<file path="src/rtl/fsts_pkg.sv">
`default_nettype none
package fsts_pkg;

    localparam int unsigned CfgIdxW   = 3;
    localparam int unsigned CfgDataW  = 32;
    localparam int unsigned TicksW    = 32;
    localparam int unsigned LimitW    = 8;
    localparam int unsigned RespW     = 24;
    localparam int unsigned FuncW     = 2;
    localparam int unsigned EventW    = 3;
    localparam int unsigned ActionW   = 2;
    localparam int unsigned ModeW     = 3;
    localparam int unsigned QueueDepth = 4;

    localparam logic [FuncW-1:0] FUNC_TICK     = 2'd0;
    localparam logic [FuncW-1:0] FUNC_CPU_SEEN = 2'd1;
    localparam logic [FuncW-1:0] FUNC_POSITION = 2'd2;
    localparam logic [FuncW-1:0] FUNC_EXTERNAL = 2'd3;

    localparam logic [EventW-1:0] EV_CPU_TIMEOUT = 3'd1;
    localparam logic [EventW-1:0] EV_CPU_FAILURE = 3'd2;
    localparam logic [EventW-1:0] EV_GPS_TIMEOUT = 3'd3;
    localparam logic [EventW-1:0] EV_GPS_FAILURE = 3'd4;
    localparam logic [EventW-1:0] EV_BOUNDARY    = 3'd6;

    localparam logic [ActionW-1:0] ACT_IGNORE    = 2'd0;
    localparam logic [ActionW-1:0] ACT_RESTART   = 2'd1;
    localparam logic [ActionW-1:0] ACT_PWM_OFF   = 2'd2;
    localparam logic [ActionW-1:0] ACT_TERMINATE = 2'd3;

    localparam logic [ModeW-1:0] MODE_RESTART = 3'd1;
    localparam logic [ModeW-1:0] MODE_IGNORE  = 3'd2;
    localparam logic [ModeW-1:0] MODE_PWM_OFF = 3'd3;

    localparam logic [CfgIdxW-1:0] CFG_CPU_TIMEOUT  = 3'd0;
    localparam logic [CfgIdxW-1:0] CFG_CPU_FAILURE  = 3'd1;
    localparam logic [CfgIdxW-1:0] CFG_GPS_TIMEOUT  = 3'd2;
    localparam logic [CfgIdxW-1:0] CFG_GPS_FAILURE  = 3'd3;
    localparam logic [CfgIdxW-1:0] CFG_BOUND_LIMIT  = 3'd4;
    localparam logic [CfgIdxW-1:0] CFG_RESP_TABLE   = 3'd5;

    localparam logic [TicksW-1:0] CPU_TIMEOUT_RST = 32'd5;
    localparam logic [TicksW-1:0] CPU_FAILURE_RST = 32'd50;
    localparam logic [TicksW-1:0] GPS_TIMEOUT_RST = 32'd10;
    localparam logic [TicksW-1:0] GPS_FAILURE_RST = 32'd100;
    localparam logic [LimitW-1:0] BOUND_LIMIT_RST = 8'd10;
    localparam logic [RespW-1:0]  RESP_TABLE_RST  = 24'd9512156;

    typedef struct packed {
        logic [EventW-1:0]  event_code;
        logic [ActionW-1:0] action;
        logic               last;
    } t_result;

    function automatic logic [ActionW-1:0] map_mode(input logic [ModeW-1:0] mode);
        logic [ActionW-1:0] act;
        case (mode)
            MODE_RESTART: act = ACT_RESTART;
            MODE_IGNORE:  act = ACT_IGNORE;
            MODE_PWM_OFF: act = ACT_PWM_OFF;
            default:      act = ACT_TERMINATE;
        endcase
        return act;
    endfunction

endpackage
`default_nettype wire

</file>
<file path="src/rtl/failsafe_timeout_supervisor.sv">
// Results of an item are written into the queue as it is accepted, behind older ones.
// Throughput: one item per cycle while input ready is high; it drops while fewer than
// two of the four queue entries are free. Results leave one per cycle on i_out_ready.
// Reset (synchronous, active low): thresholds and response table to defaults,
// staleness counters and boundary run to zero, terminate latch cleared, queue empty.
`default_nettype none
module failsafe_timeout_supervisor (
    input  wire                                    i_clk,
    input  wire                                    i_rst_n,
    input  wire                                    i_cfg_valid,
    output logic                                   o_cfg_ready,
    input  wire  [fsts_pkg::CfgIdxW-1:0]           i_cfg_index,
    input  wire  [fsts_pkg::CfgDataW-1:0]          i_cfg_data,
    input  wire                                    i_in_valid,
    output logic                                   o_in_ready,
    input  wire  [fsts_pkg::FuncW-1:0]             i_func,
    input  wire                                    i_out_of_bounds,
    input  wire  [fsts_pkg::EventW-1:0]            i_event_id,
    output logic                                   o_out_valid,
    input  wire                                    i_out_ready,
    output logic [fsts_pkg::EventW-1:0]            o_event_code,
    output logic [fsts_pkg::ActionW-1:0]           o_action,
    output logic                                   o_last
);
    import fsts_pkg::*;

    localparam int unsigned PtrW = $clog2(QueueDepth);
    localparam int unsigned CntW = $clog2(QueueDepth + 1);

    logic [TicksW-1:0] r_cpu_timeout, r_cpu_failure, r_gps_timeout, r_gps_failure;
    logic [LimitW-1:0] r_bound_limit;
    logic [RespW-1:0]  r_resp_table;

    // Ticks since last CPU packet / position report, minus one on the next tick.
    logic [TicksW-1:0] r_cpu_delta, n_cpu_delta;
    logic [TicksW-1:0] r_gps_delta, n_gps_delta;
    logic [LimitW-1:0] r_exceed, n_exceed;
    logic              r_terminated, n_terminated;

    t_result           r_queue [QueueDepth];
    logic [PtrW-1:0]   r_wr_ptr, r_rd_ptr;
    logic [CntW-1:0]   r_count;

    logic              in_fire, out_fire;
    logic              a_valid, b_valid;
    logic [EventW-1:0] a_ev, b_ev, s0_ev;
    logic [ActionW-1:0] a_act, b_act, s0_act;
    logic              s0_valid, s1_valid;
    logic              cpu_fail, cpu_to, gps_fail, gps_to;
    logic [LimitW-1:0] exceed_inc;
    t_result           s0_res, s1_res;
    logic [PtrW-1:0]   wr_ptr_1;
    logic [1:0]        push_n;

    function automatic logic [ActionW-1:0] lookup(input logic [RespW-1:0] tbl,
                                                  input logic [EventW-1:0] ev);
        logic [4:0] base;
        base = {2'b00, ev} * 5'd3;
        return map_mode(tbl[base +: ModeW]);
    endfunction

    assign o_cfg_ready = 1'b1;
    assign o_in_ready  = (r_count <= CntW'(QueueDepth - 2));
    assign in_fire     = i_in_valid && o_in_ready;
    assign out_fire    = o_out_valid && i_out_ready;

    assign cpu_fail = (r_cpu_delta != '1) && (r_cpu_delta >= r_cpu_failure);
    assign cpu_to   = (r_cpu_delta != '1) && (r_cpu_delta >= r_cpu_timeout);
    assign gps_fail = (r_gps_delta != '1) && (r_gps_delta >= r_gps_failure);
    assign gps_to   = (r_gps_delta != '1) && (r_gps_delta >= r_gps_timeout);
    assign exceed_inc = (r_exceed < r_bound_limit) ? r_exceed + LimitW'(1) : r_exceed;

    always_comb begin
        a_valid      = 1'b0;
        a_ev         = EV_CPU_FAILURE;
        b_valid      = 1'b0;
        b_ev         = EV_GPS_FAILURE;
        n_cpu_delta  = r_cpu_delta;
        n_gps_delta  = r_gps_delta;
        n_exceed     = r_exceed;
        unique case (i_func)
            FUNC_TICK: begin
                n_cpu_delta = r_cpu_delta + TicksW'(1);
                n_gps_delta = r_gps_delta + TicksW'(1);
                a_valid     = cpu_fail || cpu_to;
                a_ev        = cpu_fail ? EV_CPU_FAILURE : EV_CPU_TIMEOUT;
                b_valid     = gps_fail || gps_to;
                b_ev        = gps_fail ? EV_GPS_FAILURE : EV_GPS_TIMEOUT;
            end
            FUNC_CPU_SEEN: begin
                n_cpu_delta = '0;
            end
            FUNC_POSITION: begin
                n_gps_delta = '0;
                if (i_out_of_bounds) begin
                    n_exceed = exceed_inc;
                    a_valid  = (exceed_inc >= r_bound_limit);
                    a_ev     = EV_BOUNDARY;
                end else begin
                    n_exceed = '0;
                end
            end
            FUNC_EXTERNAL: begin
                a_valid = 1'b1;
                a_ev    = i_event_id;
            end
            default: begin
                a_valid = 1'b0;
            end
        endcase
        a_act    = lookup(r_resp_table, a_ev);
        b_act    = lookup(r_resp_table, b_ev);
        s0_valid = a_valid || b_valid;
        s0_ev    = a_valid ? a_ev : b_ev;
        s0_act   = a_valid ? a_act : b_act;
        // drop the second event once the first terminates
        s1_valid = a_valid && b_valid && (a_act != ACT_TERMINATE);
        s0_res   = '{event_code: s0_ev, action: s0_act, last: !s1_valid};
        s1_res   = '{event_code: b_ev, action: b_act, last: 1'b1};
        n_terminated = r_terminated
                    || (s0_valid && (s0_act == ACT_TERMINATE))
                    || (s1_valid && (b_act == ACT_TERMINATE));
        push_n   = {1'b0, s0_valid} + {1'b0, s1_valid};
    end

    assign wr_ptr_1 = r_wr_ptr + PtrW'(1);

    always_ff @(posedge i_clk) begin
        if (!i_rst_n) begin
            r_cpu_timeout <= CPU_TIMEOUT_RST;
            r_cpu_failure <= CPU_FAILURE_RST;
            r_gps_timeout <= GPS_TIMEOUT_RST;
            r_gps_failure <= GPS_FAILURE_RST;
            r_bound_limit <= BOUND_LIMIT_RST;
            r_resp_table  <= RESP_TABLE_RST;
        end else if (i_cfg_valid && o_cfg_ready) begin
            unique case (i_cfg_index)
                CFG_CPU_TIMEOUT: r_cpu_timeout <= i_cfg_data;
                CFG_CPU_FAILURE: r_cpu_failure <= i_cfg_data;
                CFG_GPS_TIMEOUT: r_gps_timeout <= i_cfg_data;
                CFG_GPS_FAILURE: r_gps_failure <= i_cfg_data;
                CFG_BOUND_LIMIT: r_bound_limit <= i_cfg_data[LimitW-1:0];
                CFG_RESP_TABLE:  r_resp_table  <= i_cfg_data[RespW-1:0];
                default: begin
                end
            endcase
        end
    end

    always_ff @(posedge i_clk) begin
        if (!i_rst_n) begin
            r_cpu_delta  <= '0;
            r_gps_delta  <= '0;
            r_exceed     <= '0;
            r_terminated <= 1'b0;
        end else if (in_fire && !r_terminated) begin
            r_cpu_delta  <= n_cpu_delta;
            r_gps_delta  <= n_gps_delta;
            r_exceed     <= n_exceed;
            r_terminated <= n_terminated;
        end
    end

    always_ff @(posedge i_clk) begin
        if (in_fire && !r_terminated) begin
            if (a_valid || b_valid) begin
                r_queue[r_wr_ptr] <= s0_res;
            end
            if (s1_valid) begin
                r_queue[wr_ptr_1] <= s1_res;
            end
        end
    end

    always_ff @(posedge i_clk) begin
        if (!i_rst_n) begin
            r_wr_ptr <= '0;
            r_rd_ptr <= '0;
            r_count  <= '0;
        end else begin
            if (in_fire && !r_terminated) begin
                r_wr_ptr <= r_wr_ptr + PtrW'(push_n);
            end
            if (out_fire) begin
                r_rd_ptr <= r_rd_ptr + PtrW'(1);
            end
            r_count <= r_count
                     + ((in_fire && !r_terminated) ? CntW'(push_n) : CntW'(0))
                     - (out_fire ? CntW'(1) : CntW'(0));
        end
    end

    assign o_out_valid  = (r_count != '0);
    assign o_event_code = r_queue[r_rd_ptr].event_code;
    assign o_action     = r_queue[r_rd_ptr].action;
    assign o_last       = r_queue[r_rd_ptr].last;

endmodule
`default_nettype wire

</file>
<file path="config.mk">
export PLATFORM = sky130hd
export DESIGN_NAME = failsafe_timeout_supervisor
export DESIGN_NICKNAME = d
export VERILOG_FILES = /design/src/rtl/fsts_pkg.sv /design/src/rtl/failsafe_timeout_supervisor.sv
export SDC_FILE = /design/constraint.sdc
export NUM_CORES = 1
export LEC_CHECK = 0
export ABC_AREA = 1
export BUFFER_PORTS_ARGS = -buffer_cell sky130_fd_sc_hd__buf_2
export CORE_MARGIN = 2
export CORE_UTILIZATION = 45
export CTS_CLUSTER_SIZE = 20
export DETAILED_ROUTE_END_ITERATION = 12
export PLACE_DENSITY_LB_ADDON = 0.1
export SETUP_SLACK_MARGIN = 0.05
export SLEW_MARGIN = 20
export SYNTH_ARGS = -nofsm -noshare
export SYNTH_HDL_FRONTEND = slang
export SYNTH_SLANG_ARGS = --single-unit
</file>
<file path="constraint.sdc">
create_clock -name i_clk -period 5.65 [get_ports i_clk]
set_input_delay 1.13 -clock i_clk [delete_from_list [all_inputs] [get_ports i_clk]]
set_output_delay 1.13 -clock i_clk [all_outputs]
set_load 0.03 [all_outputs]
</file>
# After elaboration in Yosys (flattened, before gate mapping)

Memories as Yosys holds them, arrays and structs flattened. A register that Yosys moved wholly into a read port is not among the register bits.
Index checks and enable logic that the tools add are counted.

Output and inout port bits: 9
Register bits after elaboration: 240
Memories kept: 1
Input bits: 46
Memory bits (writable): 24

Eq/ne operators: 19
Reduce and logical (&&, ||, !) cells: 32
Mux-type cells: 26
Add/sub/neg operators: 9
$mul: 2
Shift operators: 2
Order comparisons: 7

Memories:

| name    | depth | bits a word | read ports | clocked after Yosys merged registers in | write ports | line                              | text |
|---|---|---|---|---|---|---|---|
| r_queue | 4     | 6           | 1          | 1                                       | 2           | failsafe_timeout_supervisor.sv:40 | `t_result r_queue [QueueDepth];` |

Operators with widths:

| kind                  | number |
|---|---|
| $ge 32x32->1          | 4 |
| $pmux 32 s2           | 2 |
| $add 32x1->32 const B | 2 |
| $ne 32x32->1 const B  | 2 |
| $shiftx 24x6->3       | 2 |
| $eq 3x2->1 const B    | 6 |
| $reduce_and 2->1      | 9 |
| $mux 8                | 2 |
| $mux 3                | 4 |
| $pmux 2 s3            | 2 |
| $logic_and 1x1->1     | 11 |
| $mul 3x2->5 const B   | 2 |
| $mux 2                | 5 |
| $eq 3x1->1 const B    | 3 |
| $mux 1                | 9 |
| $pmux 3 s3            | 1 |
| $add 8x1->8 const B   | 1 |
| $eq 2x2->1 const B    | 4 |
| $ge 8x8->1            | 1 |
| $lt 8x8->1            | 1 |
| $eq 3x3->1 const B    | 2 |
| $logic_or 1x1->1      | 5 |
| $add 2x1->2 const B   | 2 |
| $reduce_bool 2->1     | 2 |
| 12 further kinds      | 13 |

# Depth between registers and ports, before layout

Depth in word-level cells: 14
Depth in mapped cells: 34
Depth with buffers taken out: 34

# Worst setup path before layout

OpenSTA, ideal clock, no wires.

Path kind: reg2reg
Start point: reg r_bound_limit[1]
End point: reg r_count[2]
Data arrival time: 4.440 ns
Library setup time: 0.117 ns
Period minus slack after synthesis: 4.558 ns
Setup slack: 1.092 ns
Cell stages (with the launch flop): 33
Buffers on the path: 0
Cell sequence: dfxtp_1 inv_1 ha_1 a21boi_0 o211ai_1 nand2_1 nand4_1 o211ai_1 nor4_1 nand3_1 xor2_1 inv_1 ha_1 nand2_1 nor2_1 nand4_1 o2111ai_1 nand2_1 nand2_1 nor2_1 a21oi_2 nand3_2 inv_4 ha_1 nand2_1 ha_1 inv_1 ha_1 inv_1 fa_1 xor2_1 inv_1 nor2_1

Cells in the longest elaborated chain, start to end: 11

Ends and longest elaborated chain:

| what                           | line                               | text |
|---|---|---|
| start: declaration             | failsafe_timeout_supervisor.sv:31  | `logic [LimitW-1:0] r_bound_limit;` |
| start signal: assignment       | failsafe_timeout_supervisor.sv:142 | `CFG_BOUND_LIMIT: r_bound_limit <= i_cfg_data[LimitW-1:0];` |
| $lt 8x8->1                     | failsafe_timeout_supervisor.sv:71  | `assign exceed_inc = (r_exceed < r_bound_limit) ? r_exceed + LimitW'(1) : r_exceed;` |
| $mux 8                         | failsafe_timeout_supervisor.sv:71  |  |
| $ge 8x8->1 (*)                 | failsafe_timeout_supervisor.sv:97  | `a_valid = (exceed_inc >= r_bound_limit);` |
| $mux 1 (*)                     | failsafe_timeout_supervisor.sv:95  | `if (i_out_of_bounds) begin` |
| $pmux 1 s3 (*)                 | failsafe_timeout_supervisor.sv:81  | `unique case (i_func)` |
| $logic_and 1x1->1 (2 in a row) | failsafe_timeout_supervisor.sv:117 | `s1_valid = a_valid && b_valid && (a_act != ACT_TERMINATE);` |
| $add 1x1->2 (*)                | failsafe_timeout_supervisor.sv:123 | `push_n = {1'b0, s0_valid} + {1'b0, s1_valid};` |
| $mux 2 (*)                     | failsafe_timeout_supervisor.sv:188 | `+ ((in_fire && !r_terminated) ? CntW'(push_n) : CntW'(0))` |
| $add 3x2->3 (*)                | failsafe_timeout_supervisor.sv:188 |  |
| $sub 3x1->3 (*)                | failsafe_timeout_supervisor.sv:189 | `- (out_fire ? CntW'(1) : CntW'(0));` |
| end signal: assignment         | failsafe_timeout_supervisor.sv:187 | `r_count <= r_count` |
| end: declaration               | failsafe_timeout_supervisor.sv:42  | `logic [CntW-1:0] r_count;` |

Mark *: on every way between the ends. The rest lies on a longest branch, timed or not.
A chain may end at the register's enable or synchronous reset.

# Final worst setup path

Start point: reg r_exceed[1]
End point: reg r_count[2]

Cells in the longest elaborated chain, start to end: 11

Ends and longest elaborated chain:

| what                                      | line                               | text |
|---|---|---|
| start: declaration                        | failsafe_timeout_supervisor.sv:37  | `logic [LimitW-1:0] r_exceed, n_exceed;` |
| start signal: assignment                  | failsafe_timeout_supervisor.sv:159 | `r_exceed <= n_exceed;` |
| $add 8x1->8 or $lt 8x8->1 (tied branches) | failsafe_timeout_supervisor.sv:71  |  |
| $mux 8 (*)                                | failsafe_timeout_supervisor.sv:71  |  |
| $ge 8x8->1 (*)                            | failsafe_timeout_supervisor.sv:97  |  |
| $mux 1 (*)                                | failsafe_timeout_supervisor.sv:95  |  |
| $pmux 1 s3 (*)                            | failsafe_timeout_supervisor.sv:81  |  |
| $logic_and 1x1->1 (2 in a row)            | failsafe_timeout_supervisor.sv:117 |  |
| $add 1x1->2 (*)                           | failsafe_timeout_supervisor.sv:123 |  |
| $mux 2 (*)                                | failsafe_timeout_supervisor.sv:188 |  |
| $add 3x2->3 (*)                           | failsafe_timeout_supervisor.sv:188 |  |
| $sub 3x1->3 (*)                           | failsafe_timeout_supervisor.sv:189 |  |

Marks and branches as above.

==> impl_metrics.prom <==
# TYPE chip_impl_metric gauge
chip_impl_info{name="status",value="completed"} 1
chip_impl_metric{name="antenna_cells_inserted",unit=""} 0
chip_impl_metric{name="async_flop_share",unit=""} 0
chip_impl_metric{name="synth.yosys.seq_area_share",unit=""} 0.380
chip_impl_metric{name="port_buffers",unit=""} 53
chip_impl_metric{name="timing.reg2reg.worst_path_depth",unit=""} 32
chip_impl_metric{name="cts_buffers",unit=""} 31
chip_impl_metric{name="postCtsSetupRepairBufs",unit=""} 0
chip_impl_metric{name="drt_drc_violations_left",unit=""} 0
chip_impl_metric{name="fp.dieW",unit="um"} 184
chip_impl_info{name="worstSetupStartpointType",value="flop"} 1
chip_impl_metric{name="area_growth",unit="%"} 12.1
chip_impl_metric{name="synth-warning-count",unit=""} 0
chip_impl_metric{name="gp_routability_congestion",unit=""} 0.909
chip_impl_metric{name="num-nets-final",unit=""} 2179
chip_impl_info{name="critical_path_class",value="flop to flop"} 1
chip_impl_metric{name="row_count",unit=""} 65
chip_impl_metric{name="finalNonFillerCells",unit=""} 2406
chip_impl_metric{name="number_of_h_tree_levels",unit=""} 1
chip_impl_metric{name="antenna_found_initial",unit=""} 0
chip_impl_metric{name="drive_above_1_share",unit=""} 0.0883
chip_impl_metric{name="worst-endpoint-required",unit="ps"} 6080
chip_impl_metric{name="yosys-mux-area-fraction",unit=""} 0
chip_impl_info{name="setup_repair_after_global_routing_missed_its_margin",value="false"} 1
chip_impl_info{name="crit_path_top_delay_cell",value="sky130_fd_sc_hd__dfxtp_1"} 1
chip_impl_metric{name="clkTransAtPathRegs",unit="ps"} 60
chip_impl_metric{name="floorplan.initialDensity",unit=""} 0.458
chip_impl_metric{name="syn_area",unit="sq um"} 14500
chip_impl_metric{name="grt.overflow.total",unit=""} 0
chip_impl_metric{name="post_synth_and_or_nand_nor_area_fraction",unit=""} 0.187
chip_impl_metric{name="min_delay_path_depth",unit=""} 2
chip_impl_metric{name="finalInstanceArea",unit="sq um"} 16300
chip_impl_metric{name="hpwlAfterDp",unit="um"} 29000
chip_impl_metric{name="core-area",unit="sq um"} 31700
chip_impl_metric{name="place_area",unit="sq um"} 15100
chip_impl_metric{name="vias_cell",unit=""} 5.31
chip_impl_metric{name="drt_pre_antenna_iters",unit=""} 5
chip_impl_metric{name="power_per_cell_area",unit="nW/um^2"} 298
chip_impl_metric{name="clock_skew",unit="ps"} 12.4
chip_impl_metric{name="report.final.slew_viol_count",unit=""} 0
chip_impl_info{name="synthTopCellsByArea",value="sky130_fd_sc_hd__dfxtp_1, sky130_fd_sc_hd__ha_1, sky130_fd_sc_hd__a21oi_1"} 1
chip_impl_metric{name="mappedNetlistNets",unit=""} 2143
chip_impl_metric{name="drtAntennaViolNets",unit=""} 0
chip_impl_metric{name="dr.first_iter.drc_count",unit=""} 737
chip_impl_info{name="combinational_family_with_the_most_area_after_synthesis",value="compound AO/OA/AOI/OAI gates"} 1
chip_impl_metric{name="cts.path.max_buffers",unit=""} 3
chip_impl_info{name="cts-root-buf",value="sky130_fd_sc_hd__clkbuf_16"} 1
chip_impl_metric{name="leakage_power_of_the_design",unit="nW"} 7.00
chip_impl_metric{name="finalHoldViolCount",unit=""} 0
chip_impl_info{name="synth_top_area_cell",value="sky130_fd_sc_hd__dfxtp_1"} 1
chip_impl_metric{name="grt_max_degree",unit=""} 63
chip_impl_metric{name="synth_compound_area_frac",unit=""} 0.202
chip_impl_metric{name="die_height",unit="um"} 184
chip_impl_info{name="cts_tree",value="done"} 1
chip_impl_metric{name="wl_per_cell",unit="um"} 16.3
chip_impl_metric{name="synth-edff-count",unit=""} 20
chip_impl_metric{name="via_count_of_the_first_global_routing_pass",unit=""} 12000
chip_impl_metric{name="synth_xor_area_frac",unit=""} 0.00482
chip_impl_metric{name="ys_seq_elements",unit=""} 266
chip_impl_metric{name="total_power",unit="mW"} 4.85
chip_impl_metric{name="fin_crit_sh",unit=""} 0.886
chip_impl_metric{name="finalSetupTns",unit="ps"} 0
chip_impl_metric{name="cp.arrival",unit="ps"} 5440
chip_impl_metric{name="worst_skew_pair_later_pin_latency",unit="ps"} 560
chip_impl_info{name="dominantRegCellSynth",value="sky130_fd_sc_hd__dfxtp_1"} 1
chip_impl_metric{name="worst_ir_drop_vdd",unit="mV"} 0.223
chip_impl_metric{name="timing_worst_slew_pin_value",unit="ps"} 834
chip_impl_metric{name="maxClockFrequency",unit="MHz"} 200
chip_impl_metric{name="synthesis.area_per_instance",unit="sq um"} 7.47
chip_impl_metric{name="synth.lib_cells_used.distinct",unit=""} 58
chip_impl_metric{name="post_synth_fa_ha_maj_area_fraction",unit=""} 0.131
chip_impl_info{name="hold_path_class",value="flop to flop"} 1
chip_impl_metric{name="crit_fanout",unit=""} 9
chip_impl_metric{name="postRouteWirelength",unit="um"} 39200
chip_impl_metric{name="dieArea",unit="sq um"} 33800
chip_impl_metric{name="number_of_instances_in_the_synthesized_netlist",unit=""} 1945
chip_impl_metric{name="worst_setup_slack_before_clock_tree_synthesis",unit="ps"} 343
chip_impl_metric{name="maxCapViolations",unit=""} 0
chip_impl_metric{name="final_critical_delay_including_setup_and_external_delays",unit="ps"} 5010
chip_impl_metric{name="dpl.cell_count",unit=""} 2350
chip_impl_metric{name="synth_largest_type_area_fraction",unit=""} 0.339
chip_impl_metric{name="grt.total_usage",unit=""} 0.237
chip_impl_metric{name="io-pin-count",unit=""} 55
chip_impl_metric{name="cts_sinks",unit=""} 266
chip_impl_metric{name="setup_viol",unit=""} 0
chip_impl_info{name="setup.worst_path.end_class",value="flop"} 1
chip_impl_metric{name="grt_pass1_wl",unit="um"} 63900
chip_impl_metric{name="layout_setup_ws",unit="ps"} 642
chip_impl_metric{name="critical_path_max_stage_delay",unit="ps"} 400
chip_impl_metric{name="timing.slew.headroom",unit=""} 0.439
chip_impl_metric{name="num_vias",unit=""} 12800
-- report_power, final --
part | switching [mW] | internal [mW]
Clock | 0.831 | 1.40
Combinational | 0.424 | 0.178
Sequential | 0.0427 | 1.97
Total | 1.30 | 3.55
-- cell usage in the layout (no fill, tap or decap), types with 12 or more instances in the layout --
cell type | netlist | final
sky130_fd_sc_hd__o21a_1 | 12 | 12
sky130_fd_sc_hd__clkbuf_16 | 0 | 31
sky130_fd_sc_hd__o211ai_1 | 22 | 22
sky130_fd_sc_hd__inv_2 | 18 | 18
sky130_fd_sc_hd__a211oi_1 | 13 | 13
sky130_fd_sc_hd__nand3_1 | 64 | 64
sky130_fd_sc_hd__nor2_1 | 139 | 137
sky130_fd_sc_hd__a21oi_1 | 246 | 246
sky130_fd_sc_hd__edfxtp_1 | 20 | 20
sky130_fd_sc_hd__nand2_1 | 302 | 302
sky130_fd_sc_hd__dfxtp_1 | 246 | 246
sky130_fd_sc_hd__inv_1 | 277 | 277
sky130_fd_sc_hd__o22ai_1 | 12 | 12
sky130_fd_sc_hd__ha_1 | 151 | 151
sky130_fd_sc_hd__nor3_1 | 35 | 35
sky130_fd_sc_hd__o21ai_0 | 221 | 221
sky130_fd_sc_hd__nand4_1 | 22 | 22
sky130_fd_sc_hd__buf_2 | 2 | 52
-- layout make-up --
cell class                 count  area [sq um]
multi-input combinational   1319          7660
timing repair buffer          62           335
tap                          402           503
inverter                     301          1140
sequential                   266          5530
fill                        3114         15400
clock buffer                  37           828
clock inverter                19           308
-- what timing repair did --
| item | 4_1_cts | 5_1_grt |
|---|---|---|
| hold buffers | 0 | 0 |
| resized for setup | 0 | 4 |
| endpoints found under the setup margin | 0 | 2 |
-- path summary, 6_finish.rpt --
path                                 startpoint  slack [ps]                       endpoint
setup / recovery       r_exceed[1]$_SDFFE_PN0P_         640          r_count[2]$_SDFF_PN0_
setup reg to reg       r_exceed[1]$_SDFFE_PN0P_         640          r_count[2]$_SDFF_PN0_
hold / removal    r_resp_table[23]$_SDFFE_PN1P_         460  r_resp_table[23]$_SDFFE_PN1P_
hold reg to reg   r_resp_table[23]$_SDFFE_PN1P_         460  r_resp_table[23]$_SDFFE_PN1P_
-- critical path: cells and delay by family, from the launching register on --
family / cells / cell delay, ps
compound gates: 5 / 820
xor+xnor: 2 / 360
fa+ha+maj: 6 / 1490
buf+inv: 5 / 360
flops: 1 / 400
simple gates: 14 / 1440
-- logic make-up after synthesis --
group / Yosys count
and+or+nand+nor: 612
AOI/OAI and AO/OA: 546
buffers and inverters: 360
DFF: 266
adders and majority gates: 152
xor gates and xnor gates: 8
other: 1
-- layer usage --
layer / vias up / GRT usage / part of all wire
met3: 53 / 0.0321 / 0.045
met5: - / 0 / 0
met4: 0 / 0.0534 / 0.021
met2: 264 / 0.389 / 0.46
met1: 5864 / 0.332 / 0.48
li1: 6601 / - / -
-- sequential cells by signal, indices dropped and copies added (netlist names), named ones only --
signal,cells
r_queue,24
r_cpu_failure,32
r_cpu_timeout,32
r_gps_delta,32
r_count,3
r_gps_timeout,32
r_wr_ptr,2
r_exceed,8
r_terminated,1
r_bound_limit,8
r_rd_ptr,2
r_cpu_delta,32
r_gps_failure,32
r_resp_table,24
-- through the flow --
| stage | utilization | hold WS, ps |
|---|---|---|
| after floorplan | - | 429 |
| after global placement | 0.477 | 447 |
| after detailed placement | 0.477 | 452 |
| after CTS | 0.513 | 459 |
| after global routing | 0.514 | 469 |
| final | 0.514 | 459 |
-- cells in the mapped netlist, types with 2 or more instances --
cell type,instances
sky130_fd_sc_hd__nand2_1,302
sky130_fd_sc_hd__inv_1,277
sky130_fd_sc_hd__a21oi_1,246
sky130_fd_sc_hd__dfxtp_1,246
sky130_fd_sc_hd__o21ai_0,221
sky130_fd_sc_hd__ha_1,151
sky130_fd_sc_hd__nor2_1,139
sky130_fd_sc_hd__nand3_1,64
sky130_fd_sc_hd__clkbuf_1,53
sky130_fd_sc_hd__nor3_1,35
sky130_fd_sc_hd__nand4_1,22
sky130_fd_sc_hd__o211ai_1,22
sky130_fd_sc_hd__edfxtp_1,20
sky130_fd_sc_hd__inv_2,18
sky130_fd_sc_hd__a211oi_1,13
sky130_fd_sc_hd__o21a_1,12
sky130_fd_sc_hd__o22ai_1,12
sky130_fd_sc_hd__nor4_1,10
sky130_fd_sc_hd__nand2_4,7
sky130_fd_sc_hd__xor2_1,7
sky130_fd_sc_hd__nor2_2,6
sky130_fd_sc_hd__nand2_2,5
sky130_fd_sc_hd__nor2_4,5
sky130_fd_sc_hd__clkinv_1,4
sky130_fd_sc_hd__o2111ai_1,4
sky130_fd_sc_hd__o21ai_1,3
sky130_fd_sc_hd__a211oi_2,2
sky130_fd_sc_hd__a21oi_2,2
sky130_fd_sc_hd__and3_1,2
sky130_fd_sc_hd__buf_1,2
sky130_fd_sc_hd__buf_2,2
sky130_fd_sc_hd__nand3b_1,2
sky130_fd_sc_hd__nor3_2,2
sky130_fd_sc_hd__nor4_2,2
sky130_fd_sc_hd__or2_2,2
Power figures use the tool's default switching activity.
